**src/rtl/core/size_class_buffer_pool_unit_defines.svh**
```systemverilog
// assertion macros for the size class buffer pool unit
// used by the top level; expects clk and rst in scope
`ifndef SIZE_CLASS_BUFFER_POOL_UNIT_DEFINES_SVH
`define SIZE_CLASS_BUFFER_POOL_UNIT_DEFINES_SVH

// condition holds at every edge outside reset
`define SCBP_ASSERT(lbl, expr) \
  lbl: assert property (@(posedge clk) disable iff (rst) (expr)) \
    else $error("scbp check failed");

// consequence holds in the cycle after the antecedent
`define SCBP_ASSERT_NEXT(lbl, ante, cons) \
  lbl: assert property (@(posedge clk) disable iff (rst) (ante) |=> (cons)) \
    else $error("scbp check failed");

`endif

```
**src/rtl/core/scbp_pkg.sv**
```systemverilog
// shared types and codes of the size class buffer pool unit
// no dependencies; imported by every module of the block but scbp_ram
package scbp_pkg;

  localparam int WORD_W    = 32;
  localparam int BS_W      = 21;
  localparam int BLK_W     = 4;
  localparam int GRANT_W   = 24;
  localparam int STATUS_W  = 3;
  localparam int CLS_MAX_W = 6;
  localparam int BYTES_W   = 25;
  localparam int CFG_IDX_W = 3;
  localparam int Q_DEPTH   = 2;
  localparam int Q_PTR_W   = 1;
  localparam int Q_CNT_W   = 2;

  // result status codes
  localparam logic [STATUS_W-1:0] ST_REUSED   = 3'd0;
  localparam logic [STATUS_W-1:0] ST_FRESH    = 3'd1;
  localparam logic [STATUS_W-1:0] ST_INVALID  = 3'd2;
  localparam logic [STATUS_W-1:0] ST_FULL     = 3'd3;
  localparam logic [STATUS_W-1:0] ST_CACHED   = 3'd4;
  localparam logic [STATUS_W-1:0] ST_RELEASED = 3'd5;

  // configuration register indexes
  localparam logic [CFG_IDX_W-1:0] CFG_BLK_BYTES   = 3'd0;
  localparam logic [CFG_IDX_W-1:0] CFG_MIN_BLOCKS  = 3'd1;
  localparam logic [CFG_IDX_W-1:0] CFG_MAX_BLOCKS  = 3'd2;
  localparam logic [CFG_IDX_W-1:0] CFG_ALLOC_LIMIT = 3'd3;
  localparam logic [CFG_IDX_W-1:0] CFG_CACHE_LIMIT = 3'd4;

  // request kinds
  localparam logic OP_GET  = 1'b0;
  localparam logic OP_FREE = 1'b1;

  typedef struct packed {
    logic [BS_W-1:0]   blk_bytes;
    logic [BLK_W-1:0]  min_blocks;
    logic [BLK_W-1:0]  max_blocks;
    logic [WORD_W-1:0] alloc_limit;
    logic [WORD_W-1:0] cache_limit;
  } cfg_t;

  // classified request passed from front to back
  typedef struct packed {
    logic                 op;
    logic                 ok;
    logic [CLS_MAX_W-1:0] cls;
    logic [BYTES_W-1:0]   bytes;
    logic [WORD_W-1:0]    baddr;
  } req_t;

  typedef struct packed {
    logic full;
    logic empty;
  } q_status_t;

endpackage

```
**src/rtl/core/scbp_ram.sv**
```systemverilog
// generic single write port ram with registered read
// no dependencies
module scbp_ram #(
  parameter int WIDTH = 32,
  parameter int DEPTH = 64
) (
  input  logic                                   clk,
  input  logic                                   we,
  input  logic [(DEPTH > 1 ? $clog2(DEPTH) : 1)-1:0] waddr,
  input  logic [WIDTH-1:0]                       wdata,
  input  logic [(DEPTH > 1 ? $clog2(DEPTH) : 1)-1:0] raddr,
  output logic [WIDTH-1:0]                       rdata
);

  logic [WIDTH-1:0] mem [DEPTH];

  // write port
  always_ff @(posedge clk) begin
    if (we) begin
      mem[waddr] <= wdata;
    end
  end

  // registered read port
  always_ff @(posedge clk) begin
    rdata <= mem[raddr];
  end

endmodule

```
**src/rtl/core/scbp_front.sv**
```systemverilog
// front end: accepts requests, rounds the size to blocks and classifies
// depends on scbp_pkg; feeds scbp_queue
module scbp_front import scbp_pkg::*; #(
  parameter int NUM_CLASSES = 8
) (
  input  logic              clk,
  input  logic              rst,
  input  cfg_t              cfg,
  input  logic              in_valid,
  output logic              in_ready,
  input  logic              in_op,
  input  logic [WORD_W-1:0] in_size,
  input  logic [WORD_W-1:0] in_baddr,
  input  q_status_t         q_st,
  output logic              q_push,
  output req_t              q_entry
);

  localparam logic [1:0] F_IDLE = 2'd0;
  localparam logic [1:0] F_DIV  = 2'd1;
  localparam logic [1:0] F_CLS  = 2'd2;
  localparam logic [1:0] F_PUSH = 2'd3;

  logic [1:0]        state;
  logic [4:0]        step;
  logic [WORD_W-1:0] dvd;
  logic [WORD_W-1:0] quot;
  logic [BS_W-1:0]   rem;
  logic              op;
  logic [WORD_W-1:0] baddr;
  req_t              entry;

  logic [BS_W:0]     rem_sh;
  logic              ge;
  logic [BS_W:0]     rem_sub;
  logic [WORD_W:0]   blocks;
  logic [BLK_W-1:0]  cls_diff;
  logic              cls_ok;
  logic [BYTES_W-1:0] bytes;

  assign in_ready = (state == F_IDLE);
  assign q_push   = (state == F_PUSH) && !q_st.full;
  assign q_entry  = entry;

  // one restoring division step
  always_comb begin
    rem_sh  = {rem, dvd[WORD_W-1]};
    ge      = rem_sh >= {1'b0, cfg.blk_bytes};
    rem_sub = rem_sh - {1'b0, cfg.blk_bytes};
  end

  // ceiling, class range check and byte count
  always_comb begin
    blocks   = {1'b0, quot} + (WORD_W+1)'(rem != '0);
    cls_diff = blocks[BLK_W-1:0] - cfg.min_blocks;
    cls_ok   = (cfg.blk_bytes != '0) &&
               (blocks >= (WORD_W+1)'(cfg.min_blocks)) &&
               (blocks <= (WORD_W+1)'(cfg.max_blocks)) &&
               (32'(cls_diff) < NUM_CLASSES);
    bytes    = BYTES_W'(blocks[BLK_W-1:0]) * BYTES_W'(cfg.blk_bytes);
  end

  // control sequencer
  always_ff @(posedge clk) begin
    if (rst) begin
      state <= F_IDLE;
      step  <= '0;
    end else begin
      unique case (state)
        F_IDLE: begin
          if (in_valid) begin
            state <= F_DIV;
            step  <= '0;
          end
        end
        F_DIV: begin
          step <= step + 5'd1;
          if (step == 5'd31) begin
            state <= F_CLS;
          end
        end
        F_CLS: begin
          state <= F_PUSH;
        end
        F_PUSH: begin
          if (!q_st.full) begin
            state <= F_IDLE;
          end
        end
        default: begin
          state <= F_IDLE;
        end
      endcase
    end
  end

  // datapath registers
  always_ff @(posedge clk) begin
    if (state == F_IDLE && in_valid) begin
      dvd   <= in_size;
      quot  <= '0;
      rem   <= '0;
      op    <= in_op;
      baddr <= in_baddr;
    end else if (state == F_DIV) begin
      dvd  <= {dvd[WORD_W-2:0], 1'b0};
      quot <= {quot[WORD_W-2:0], ge};
      rem  <= ge ? rem_sub[BS_W-1:0] : rem_sh[BS_W-1:0];
    end
    if (state == F_CLS) begin
      entry.op    <= op;
      entry.ok    <= cls_ok;
      entry.cls   <= CLS_MAX_W'(cls_diff);
      entry.bytes <= bytes;
      entry.baddr <= baddr;
    end
  end

endmodule

```
**src/rtl/core/scbp_queue.sv**
```systemverilog
// two entry queue of classified requests between front and back
// depends on scbp_pkg
module scbp_queue import scbp_pkg::*; (
  input  logic      clk,
  input  logic      rst,
  input  logic      push,
  input  req_t      din,
  input  logic      pop,
  output req_t      dout,
  output q_status_t st
);

  req_t               mem [Q_DEPTH];
  logic [Q_PTR_W-1:0] wr_ptr;
  logic [Q_PTR_W-1:0] rd_ptr;
  logic [Q_CNT_W-1:0] count;

  assign dout     = mem[rd_ptr];
  assign st.full  = (count == Q_CNT_W'(Q_DEPTH));
  assign st.empty = (count == '0);

  // pointers and fill count
  always_ff @(posedge clk) begin
    if (rst) begin
      wr_ptr <= '0;
      rd_ptr <= '0;
      count  <= '0;
    end else begin
      if (push) begin
        wr_ptr <= wr_ptr + Q_PTR_W'(1);
      end
      if (pop) begin
        rd_ptr <= rd_ptr + Q_PTR_W'(1);
      end
      if (push && !pop) begin
        count <= count + Q_CNT_W'(1);
      end else if (pop && !push) begin
        count <= count - Q_CNT_W'(1);
      end
    end
  end

  // entry storage
  always_ff @(posedge clk) begin
    if (push) begin
      mem[wr_ptr] <= din;
    end
  end

endmodule

```
**src/rtl/core/scbp_back.sv**
```systemverilog
// back end: class stacks, in-use byte count and the result register
// depends on scbp_pkg and scbp_ram; drains scbp_queue
module scbp_back import scbp_pkg::*; #(
  parameter int NUM_CLASSES = 8,
  parameter int STACK_DEPTH = 8
) (
  input  logic                clk,
  input  logic                rst,
  input  cfg_t                cfg,
  input  q_status_t           q_st,
  input  req_t                q_dout,
  output logic                q_pop,
  output logic                out_valid,
  input  logic                out_ready,
  output logic [STATUS_W-1:0] out_status,
  output logic [WORD_W-1:0]   out_addr,
  output logic [GRANT_W-1:0]  out_granted,
  output logic [WORD_W-1:0]   out_in_use
);

  localparam int CLS_W  = (NUM_CLASSES > 1) ? $clog2(NUM_CLASSES) : 1;
  localparam int CNT_W  = $clog2(STACK_DEPTH + 1);
  localparam int SLOTS  = NUM_CLASSES * STACK_DEPTH;
  localparam int SLOT_W = (SLOTS > 1) ? $clog2(SLOTS) : 1;

  localparam logic [1:0] B_IDLE = 2'd0;
  localparam logic [1:0] B_CNT  = 2'd1;
  localparam logic [1:0] B_POP  = 2'd2;

  logic [1:0]             state;
  req_t                   cur;
  logic [NUM_CLASSES-1:0] cnt_valid;
  logic [WORD_W-1:0]      in_use;

  logic [CLS_W-1:0]   cls;
  logic [CNT_W-1:0]   cnt_rd;
  logic [CNT_W-1:0]   count;
  logic               cnt_we;
  logic [CNT_W-1:0]   cnt_wdata;
  logic               stk_we;
  logic [CNT_W-1:0]   stk_idx;
  logic [SLOT_W-1:0]  slot;
  logic [WORD_W-1:0]  stk_rd;
  logic [GRANT_W-1:0] grant;
  logic [WORD_W:0]    sum;
  logic               start;
  logic               release_now;
  logic [WORD_W-1:0]  in_use_next;
  logic [STATUS_W-1:0] status_next;
  logic [GRANT_W-1:0] granted_next;
  logic [1:0]         state_next;

  assign cls   = cur.cls[CLS_W-1:0];
  assign count = cnt_valid[cls] ? cnt_rd : '0;
  assign start = (state == B_IDLE) && !q_st.empty && !out_valid;
  assign q_pop = start;

  // per class stack fill counts
  scbp_ram #(
    .WIDTH (CNT_W),
    .DEPTH (NUM_CLASSES)
  ) u_cnt_ram (
    .clk   (clk),
    .we    (cnt_we),
    .waddr (cls),
    .wdata (cnt_wdata),
    .raddr (q_dout.cls[CLS_W-1:0]),
    .rdata (cnt_rd)
  );

  // cached addresses, one row of STACK_DEPTH per class
  scbp_ram #(
    .WIDTH (WORD_W),
    .DEPTH (SLOTS)
  ) u_stack_ram (
    .clk   (clk),
    .we    (stk_we),
    .waddr (slot),
    .wdata (cur.baddr),
    .raddr (slot),
    .rdata (stk_rd)
  );

  // decision on the count read back
  always_comb begin
    grant        = (cur.bytes > BYTES_W'(24'hFFFFFF)) ? 24'hFFFFFF : cur.bytes[GRANT_W-1:0];
    sum          = {1'b0, in_use} + (WORD_W+1)'(cur.bytes);
    release_now  = (in_use >= cfg.cache_limit) || (32'(count) >= STACK_DEPTH);
    stk_idx      = (cur.op == OP_GET) ? count - CNT_W'(1) : count;
    slot         = SLOT_W'(cls) * SLOT_W'(STACK_DEPTH) + SLOT_W'(stk_idx);
    cnt_we       = 1'b0;
    cnt_wdata    = count;
    stk_we       = 1'b0;
    in_use_next  = in_use;
    status_next  = ST_FULL;
    granted_next = '0;
    state_next   = B_IDLE;
    if (cur.op == OP_GET) begin
      if (count != '0) begin
        cnt_we       = (state == B_CNT);
        cnt_wdata    = count - CNT_W'(1);
        status_next  = ST_REUSED;
        granted_next = grant;
        state_next   = B_POP;
      end else if (in_use < cfg.alloc_limit) begin
        in_use_next  = sum[WORD_W] ? '1 : sum[WORD_W-1:0];
        status_next  = ST_FRESH;
        granted_next = grant;
      end
    end else begin
      if (release_now) begin
        in_use_next = (in_use < WORD_W'(cur.bytes)) ? '0 : in_use - WORD_W'(cur.bytes);
        status_next = ST_RELEASED;
      end else begin
        stk_we      = (state == B_CNT);
        cnt_we      = (state == B_CNT);
        cnt_wdata   = count + CNT_W'(1);
        status_next = ST_CACHED;
      end
    end
  end

  // sequencer and running state
  always_ff @(posedge clk) begin
    if (rst) begin
      state     <= B_IDLE;
      cnt_valid <= '0;
      in_use    <= '0;
      out_valid <= 1'b0;
    end else begin
      if (out_valid && out_ready) begin
        out_valid <= 1'b0;
      end
      if (cnt_we) begin
        cnt_valid[cls] <= 1'b1;
      end
      unique case (state)
        B_IDLE: begin
          if (start) begin
            if (q_dout.ok) begin
              state <= B_CNT;
            end else begin
              out_valid <= 1'b1;
            end
          end
        end
        B_CNT: begin
          in_use <= in_use_next;
          state  <= state_next;
          if (state_next == B_IDLE) begin
            out_valid <= 1'b1;
          end
        end
        B_POP: begin
          out_valid <= 1'b1;
          state     <= B_IDLE;
        end
        default: begin
          state <= B_IDLE;
        end
      endcase
    end
  end

  // current item and result payload
  always_ff @(posedge clk) begin
    if (start) begin
      cur         <= q_dout;
      out_status  <= ST_INVALID;
      out_addr    <= '0;
      out_granted <= '0;
      out_in_use  <= in_use;
    end else if (state == B_CNT) begin
      out_status  <= status_next;
      out_granted <= granted_next;
      out_in_use  <= in_use_next;
    end else if (state == B_POP) begin
      out_addr <= stk_rd;
    end
  end

endmodule

```
**src/rtl/core/size_class_buffer_pool_unit.sv**
```systemverilog
// top level of the size class buffer pool unit: config registers and wiring
// depends on scbp_pkg, scbp_front, scbp_queue, scbp_back and the defines header
//
// channel   dir  handshake               payload
// s_axis    in   tvalid / tready         tuser op, tdata size_bytes, buffer_addr
// m_axis    out  tvalid / tready         tuser status, tdata addr, granted, in_use
// cfg       in   cfg_we                  cfg_index, cfg_data
//
// a request passes the front end states in order: accept, the bit-serial size
// divider, classify and enter the queue; a new request is taken only once the
// last has entered the queue. the back end overlaps the next division. reset
// clears control state and stack counts at once, no clearing pass. a stalled
// result holds the back end; the front keeps going until the two entry queue
// fills.
`include "size_class_buffer_pool_unit_defines.svh"

module size_class_buffer_pool_unit import scbp_pkg::*; #(
  parameter int NUM_CLASSES = 8,
  parameter int STACK_DEPTH = 8
) (
  input  logic                 clk,
  input  logic                 rst,
  input  logic                 s_axis_tvalid,
  output logic                 s_axis_tready,
  input  logic [63:0]          s_axis_tdata,   // size_bytes, buffer_addr
  input  logic [0:0]           s_axis_tuser,   // op
  output logic                 m_axis_tvalid,
  input  logic                 m_axis_tready,
  output logic [87:0]          m_axis_tdata,   // addr, granted_bytes, in_use_bytes
  output logic [STATUS_W-1:0]  m_axis_tuser,   // status
  input  logic                 cfg_we,
  input  logic [CFG_IDX_W-1:0] cfg_index,
  input  logic [WORD_W-1:0]    cfg_data
);

  cfg_t               cfg;
  q_status_t          q_st;
  logic               q_push;
  logic               q_pop;
  req_t               q_din;
  req_t               q_dout;
  logic [WORD_W-1:0]  res_addr;
  logic [GRANT_W-1:0] res_granted;
  logic [WORD_W-1:0]  res_in_use;
  logic               res_invalid;

  // configuration registers
  always_ff @(posedge clk) begin
    if (rst) begin
      cfg.blk_bytes   <= BS_W'(16384);
      cfg.min_blocks  <= BLK_W'(1);
      cfg.max_blocks  <= BLK_W'(5);
      cfg.alloc_limit <= 32'd4194304;
      cfg.cache_limit <= 32'd2097152;
    end else if (cfg_we) begin
      unique case (cfg_index)
        CFG_BLK_BYTES:   cfg.blk_bytes   <= cfg_data[BS_W-1:0];
        CFG_MIN_BLOCKS:  cfg.min_blocks  <= cfg_data[BLK_W-1:0];
        CFG_MAX_BLOCKS:  cfg.max_blocks  <= cfg_data[BLK_W-1:0];
        CFG_ALLOC_LIMIT: cfg.alloc_limit <= cfg_data;
        CFG_CACHE_LIMIT: cfg.cache_limit <= cfg_data;
        default: begin
        end
      endcase
    end
  end

  // request classification
  scbp_front #(
    .NUM_CLASSES (NUM_CLASSES)
  ) u_front (
    .clk      (clk),
    .rst      (rst),
    .cfg      (cfg),
    .in_valid (s_axis_tvalid),
    .in_ready (s_axis_tready),
    .in_op    (s_axis_tuser[0]),
    .in_size  (s_axis_tdata[31:0]),
    .in_baddr (s_axis_tdata[63:32]),
    .q_st     (q_st),
    .q_push   (q_push),
    .q_entry  (q_din)
  );

  // decoupling queue
  scbp_queue u_queue (
    .clk  (clk),
    .rst  (rst),
    .push (q_push),
    .din  (q_din),
    .pop  (q_pop),
    .dout (q_dout),
    .st   (q_st)
  );

  // stack and byte count update
  scbp_back #(
    .NUM_CLASSES (NUM_CLASSES),
    .STACK_DEPTH (STACK_DEPTH)
  ) u_back (
    .clk         (clk),
    .rst         (rst),
    .cfg         (cfg),
    .q_st        (q_st),
    .q_dout      (q_dout),
    .q_pop       (q_pop),
    .out_valid   (m_axis_tvalid),
    .out_ready   (m_axis_tready),
    .out_status  (m_axis_tuser),
    .out_addr    (res_addr),
    .out_granted (res_granted),
    .out_in_use  (res_in_use)
  );

  assign m_axis_tdata = {res_in_use, res_granted, res_addr};

  // pending result that reports an invalid size
  assign res_invalid = m_axis_tvalid && (m_axis_tuser == ST_INVALID);

  // checks
  `SCBP_ASSERT(a_no_push_when_full, !(q_push && q_st.full))
  `SCBP_ASSERT_NEXT(a_busy_after_accept, s_axis_tvalid && s_axis_tready, !s_axis_tready)
  `SCBP_ASSERT(a_invalid_is_clean, !res_invalid || (m_axis_tdata[55:0] == 56'd0))

endmodule

```
**config.mk**
```make
export PLATFORM = sky130hd
export DESIGN_NAME = size_class_buffer_pool_unit
export DESIGN_NICKNAME = d
export VERILOG_FILES = /design/src/rtl/core/scbp_pkg.sv /design/src/rtl/core/scbp_ram.sv /design/src/rtl/core/scbp_front.sv /design/src/rtl/core/scbp_queue.sv /design/src/rtl/core/scbp_back.sv /design/src/rtl/core/size_class_buffer_pool_unit.sv
export VERILOG_INCLUDE_DIRS = /design/src /design/src/rtl/core
export SDC_FILE = /design/constraint.sdc
export NUM_CORES = 2
export LEC_CHECK = 0
export BUFFER_PORTS_ARGS = -buffer_cell sky130_fd_sc_hd__buf_2
export CAP_MARGIN = 30
export CELL_PAD_IN_SITES_DETAIL_PLACEMENT = 1
export CELL_PAD_IN_SITES_GLOBAL_PLACEMENT = 2
export CORE_UTILIZATION = 50
export CTS_CLUSTER_SIZE = 20
export DETAILED_ROUTE_END_ITERATION = 16
export PLACE_DENSITY_LB_ADDON = 0.1
export SETUP_SLACK_MARGIN = 0.02
export SYNTH_ARGS = -nofsm -noshare
export SYNTH_HDL_FRONTEND = slang
export SYNTH_HIERARCHICAL = 1
export SYNTH_SLANG_ARGS = --single-unit
```
**constraint.sdc**
```tcl
create_clock -name clk -period 15.3 [get_ports clk]
set_input_delay 0 -clock clk [delete_from_list [all_inputs] [get_ports clk]]
set_output_delay 0 -clock clk [all_outputs]
set_load 0.1 [all_outputs]
```
Word-level counts from Yosys, hierarchy flattened

Memory sizes are Yosys's and may differ from the RTL's. A register that Yosys moved wholly into a read port is not among the register bits.
Cells that the tools add are included.

Register bits after elaboration: 480
Bits in writable memories: 2206
Input port bits: 105
Output and inout port bits: 93
Word-level logic and storage cells: 174
Memories kept: 3

Memories:

| name                   | depth | bits a word | read ports | clocked after Yosys merged registers in | wr ports | line             | source |
|---|---|---|---|---|---|---|---|
| u_back.u_stack_ram.mem | 64    | 32          | 1          | 1                                       | 1        | scbp_ram.sv:15   | `logic [WIDTH-1:0] mem [DEPTH];` |
| u_queue.mem            | 2     | 63          | 1          | 1                                       | 1        | scbp_queue.sv:13 | `req_t mem [Q_DEPTH];` |
| u_back.u_cnt_ram.mem   | 8     | 4           | 1          | 1                                       | 1        | scbp_ram.sv:15   |  |

Add/sub/neg operators: 13
Multipliers: 1
$lt $le $gt $ge: 11
Eq/ne operators: 16
Muxes and demuxes: 58
Bitwise operators: 2
Reduce and logical (&&, ||, !) cells: 38

Operators with widths:

| operator                                              | count |
|---|---|
| 2-to-1 mux 32 bit                                     | 10 |
| 2-to-1 mux 24 bit                                     | 4 |
| nonzero test 21 bit                                   | 2 |
| adder 32 x 1 -> 33 bit                                | 1 |
| adder 32 x 25 -> 33 bit                               | 1 |
| greater-or-equal comparator 33 x 4 -> 1 bit           | 1 |
| less-or-equal comparator 33 x 4 -> 1 bit              | 1 |
| greater-or-equal comparator 32 bit                    | 1 |
| less-than comparator 32 x 25 -> 1 bit                 | 1 |
| less-than comparator 32 bit                           | 1 |
| subtractor 32 x 25 -> 32 bit                          | 1 |
| > comparator 25 x 24 -> 1 bit (second input constant) | 1 |
| multiplier 4 x 21 -> 25 bit                           | 1 |
| greater-or-equal comparator 22 x 21 -> 1 bit          | 1 |
| 2-to-1 mux 21 bit                                     | 1 |
| subtractor 21 bit                                     | 1 |
| 2-to-1 mux 2 bit                                      | 10 |
| 2-to-1 mux 4 bit                                      | 5 |
| 2-to-1 mux 1 bit                                      | 19 |
| AND reduction 2 bit                                   | 8 |
| logical AND 1 bit                                     | 11 |
| case mux 5 bit (2 select lines)                       | 1 |
| equality test 2 bit (second input constant)           | 4 |
| zero test 2 bit                                       | 4 |
| 34 further kinds                                      | 48 |

Logic depth before layout (Yosys ltp)

Word-level depth: 9
Depth in mapped cells: 21
Mapped depth without buffers: 20

Modules after synthesis

Netlist, hierarchy kept.

By module, submodules not included:

| module                         | times used | cells an instance | area an instance (um^2) |
|---|---|---|---|
| scbp_ram at u_back.u_stack_ram | 1          | 3324              | 78515.3 |
| scbp_back                      | 1          | 1466              | 12654.6 |
| scbp_front                     | 1          | 1180              | 11436.0 |
| scbp_queue                     | 1          | 224               | 4912.2 |
| size_class_buffer_pool_unit    | 1          | 350               | 3784.9 |
| scbp_ram at u_back.u_cnt_ram   | 1          | 63                | 1370.1 |

Worst setup path before layout

OpenSTA, ideal clock, no wires.

Path kind: register to register
Start: reg u_back.cur, in the netlist u_back/cls[0]
End: mem u_back.u_stack_ram.mem[196][0] (netlist: u_back/u_stack_ram/mem[49][0]) (enable)
Setup time: 0.461 ns
Arrival: 5.483 ns
Data required time: 14.839 ns
Path slack: 9.356 ns
Cell stages (with the launch flop): 15
Path buffers: 3
Path through: edfxtp_1 -> clkbuf_1 -> nor2b_1 -> a221oi_1 -> o21ai_1 -> and2_1 -> clkbuf_1 -> nor4_1 -> xnor2_1 -> ha_1 -> ha_1 -> xor2_1 -> clkbuf_1 -> nand4_1 -> nor3_1

Elaborated cells between the ends (all ways): 12

RTL lines:

| element                                | line             | source |
|---|---|---|
| start: declaration                     | scbp_back.sv:31  | `req_t cur;` |
| start signal: assignment               | scbp_back.sv:168 | `cur <= q_dout;` |
| binary-select mux 1 bit (select 3 bit) | scbp_back.sv:54  | `assign count = cnt_valid[cls] ? cnt_rd : '0;` |
| 2-to-1 mux 1 bit (not written as such) | scbp_back.sv:54  |  |
| 2-to-1 mux 4 bit                       | scbp_back.sv:54  |  |
| subtractor 4 x 1 -> 4 bit              | scbp_back.sv:89  | `stk_idx = (cur.op == OP_GET) ? count - CNT_W'(1) : count;` |
| 2-to-1 mux 4 bit                       | scbp_back.sv:89  |  |
| adder 6 x 4 -> 6 bit *                 | scbp_back.sv:90  | `slot = SLOT_W'(cls) * SLOT_W'(STACK_DEPTH) + SLOT_W'(stk_idx);` |
| via u_back.slot[5]                     | scbp_back.sv:42  | `logic [SLOT_W-1:0] slot;` |
| end: declaration                       | scbp_ram.sv:15   |  |

The timed path passes the listed nets; every way through them passes the cells marked *. The select of a mux whose other input is x is not followed.

Worst setup path after layout

Start: reg u_back.cur, in the netlist u_back/cls[0]
End: mem u_back.u_stack_ram.mem[120][25] (netlist: u_back/u_stack_ram/mem[30][25]) (enable)

Elaborated cells between the ends (all ways): 12

RTL lines:

| element                                  | line |
|---|---|
| binary-select mux 1 bit (select 3 bit) * | scbp_back.sv:54 |
| 2-to-1 mux 1 bit (not written as such) * | scbp_back.sv:54 |
| 2-to-1 mux 4 bit *                       | scbp_back.sv:54 |
| subtractor 4 x 1 -> 4 bit                | scbp_back.sv:89 |
| 2-to-1 mux 4 bit *                       | scbp_back.sv:89 |
| adder 6 x 4 -> 6 bit *                   | scbp_back.sv:90 |
| via u_back.slot[1]                       | scbp_back.sv:42 |

Marks and branches as above.

==> summary.md <==
| Metric | Value |
|---|---|
| Outcome | complete, no violations |
| Final setup violation count | 0 |
| CP cell instances | nand2b_1, mux4_2, o21ai_1, and2_1, inv_1, ha_1, o21ai_4, buf_12, buf_4, nand3_1, nor2_4, buf_4 |
| Top cell by count, worst path | buf_4 |
| Die area | 226,700 um2 |
| Cts repair resizes | 0 |
| Inserted Clock Buffers | 298 |
| Drt drc | 0 |
| Share of layout cells above drive strength 1 | 0.2098 |
| Pre-CTS setup slack | around 8.5 ns |
| Root buf cell | clkbuf_16 |
| Pre-antenna DRT Iters | 5 |
| First DRT Iteration DRCs | 6,961 |
| First-pass GRT wire length | about 460 mm |
| CTS clk-pin slew, worst paths | about 0.060 ns |
| Via/cell ratio | 6.114 |
| CP Launch Type | flip-flop |
| Latest clock arrival within the worst-skew pair | between 0.9 and 1 ns |
| Area Growth Syn to Fin | 14.81% |
| CP endpoint kind | flip-flop |
| Total power | 27.78 mW |
| Vias in the first global route | between 60,000 and 70,000 |
| WL per Instance | around 30 um |
| Mean Syn Cell Area | 17.05 um2 |
| HPWL Detailed | approximately 190 mm |
| Worst EP required | approximately 16 ns |
| Net Sw Frac | 0.3744 |
| Fill count | between 15,000 and 20,000 |
| Synth warn | 6 |
| RSZ-0062 raised after global routing | no |
| Lkg Pwr | roughly 43 nW |
| Fin nets | around 7,500 |
| Clock share of power | 0.246 |
| Multi-input combinational cell area | between 30,000 and 40,000 um2 |
| Crit Path Category | flip-flop to flip-flop |
| Via count | about 63,000 |
| TritonCTS sink count | ~2,700 |
| Post-Route Utilization | 0.5794 |
| ANT nets after route | 0 |
| # port buffers | roughly 200 |
| Worst IR Drop VDD | ~0.00046 V |
| Switch Pwr | approximately 10 mW |
| CTS tree | yes |
| Tot GR Track Use | 0.2763 |
| Slew @ Worst Pin | 1.033 ns |
| HP Class | primary input to flip-flop |
| Power per cell area | between 200 and 250 nW/um2 |
| H-tree levels | 5 |
| Max FO, Critical Path | 110 |
| Initial antenna violation count | 13 |
| Mapped Area | 112,400 um2 |
| CP top delay family | buffers and inverters |
| Post-layout worst setup margin | between 8 and 9 ns |
| Buffers and inverters on the worst path | 4 |
| Horiz. Die Dim | 476.2 um |
| Hold Fails Final Rpt | 0 |
| Clock tree buffer depth | 4 |
| Gate power share | 0.403 |
| Final worst-path cycle share | 0.4482 |
| Reg power frac | 0.350 |
| Die H | between 400 and 500 um |
| Largest net degree at the start of global routing | 111 |
| Synthesized Nets | between 6,000 and 7,000 |
| Fmax | approximately 150 MHz |
| Pins Over Slew Limit | 0 |
| I/O Pins | ~200 |
| Internal power | 17.38 mW |
| Critical-path top delay cell | buf_4 |
| Layout Skew | between 0.05 and 0.06 ns |
| Max cap viols | 0 |
| Worst path max stage delay | 0.87 ns |
| Worst endpoint data arrival time | 7.36 ns |
| Core area | 222,700 um2 |
| Starting Density | 0.5047 |
| Grt ovf | 0 |
| Routability Congestion | 0.8186 |
| FF+latch area | roughly 80,000 um2 |
| Synthesized instance count | between 6,000 and 7,000 |
| Setup TNS | 0 ns |
| Routed WL | 315.0 mm |
| Relative slew slack | 0.3050 |
| Final Critical Period | approximately 7 ns |
| Rows | around 170 |
==> registers in the layout, summed over array words and instances (netlist names), 3 cells and up, named ones only <==
| name | flops |
|---|---|
| cfg | 93 |
| u_back/cls | 3 |
| u_back/cnt_valid | 8 |
| u_back/cur | 58 |
| u_back/in_use | 32 |
| u_back/out_addr | 32 |
| u_back/out_granted | 24 |
| u_back/out_in_use | 32 |
| u_back/out_status | 3 |
| u_back/u_cnt_ram/mem | 32 |
| u_back/u_cnt_ram/rdata | 4 |
| u_back/u_stack_ram/mem | 2048 |
| u_back/u_stack_ram/rdata | 32 |
| u_front/baddr | 32 |
| u_front/dvd | 32 |
| u_front/q_entry | 62 |
| u_front/quot | 32 |
| u_front/rem | 21 |
| u_front/step | 5 |
| u_queue/mem | 124 |
==> worst min-delay path, delay by kind of cell <==
family / cells / cell delay (ns)
buf+inv: 2 / 0.65
mux: 1 / 0.14
simple gates: 1 / 0.13
==> per-layer routing <==
| metal | global-route usage | up-vias | share of wire |
|---|---|---|---|
| li1 | - | 26996 | - |
| met5 | 0 | - | 0.000086 |
| met2 | 0.4338 | 2447 | 0.47 |
| met3 | 0.04005 | 436 | 0.073 |
| met1 | 0.4092 | 33419 | 0.44 |
| met4 | 0.06689 | 4 | 0.024 |
==> cell usage in the layout (no fill, tap or decap), types with 153 or more instances in the layout <==
cell and instances:
a21oi_1 248, buf_2 196, buf_4 169, clkbuf_16 304, dfxtp_1 295, dlygate4sd3_1 234
edfxtp_1 2424, ha_1 180, inv_1 249, mux2i_1 220, mux4_2 545, nand2_1 335
nand2b_1 153, nor2_1 376
==> layout make-up <==
class / instances / share of cell area
diodes: 5 / 0.00009695
clock buffers: 385 / 0.06231
clock inverters: 130 / 0.008493
inverters: 253 / 0.007407
multi-input cells: 3277 / 0.2458
flip-flops and latches: 2720 / 0.6100
well taps: 2975 / 0.02884
repair buffers: 609 / 0.03714
==> per-stage QoR <==
stage                     std cells  instance area [um2]  hold slack (ns)
final                         10354               129100          0.06090
after floorplan                6594               112400          0.06907
after detailed placement       9596               117500           0.1783
after CTS                     10345               129000         0.004164
after global placement         9593               117400           0.1769
after global routing          10352               129100          0.05131
==> worst paths after layout <==
| path | to | cells after the start | start | slack, ns |
|---|---|---|---|---|
| setup / recovery | u_back/u_stack_ram/mem[30][25] | 12 | u_back/cls[0] | 8.44 |
| hold / removal | cfg[11] | 4 | cfg_data[11] | 0.06 |
| setup reg to reg | u_back/u_stack_ram/mem[30][25] | 12 | u_back/cls[0] | 8.44 |
| hold reg to reg | u_front/q_entry[6] | 0 | u_front/baddr[6] | 0.38 |
==> power groups by stage <==
stage	Combinational [mW]	Clock [mW]	Sequential [mW]
2_1_floorplan	6.66	0	10.6
3_3_place_gp	10.9	0	9.86
3_5_place_dp	11.1	0	9.88
4_1_cts	11.3	6.95	9.73
5_1_grt	11.9	7.18	9.77
6_report	11.2	6.84	9.74
==> repair_timing <==
action,in CTS,in global routing
hold endpoints to repair,206,0
buffers inserted,0,0
endpoints found under the setup margin,0,0
hold buffers,234,0
Power figures use the tool's default switching activity.
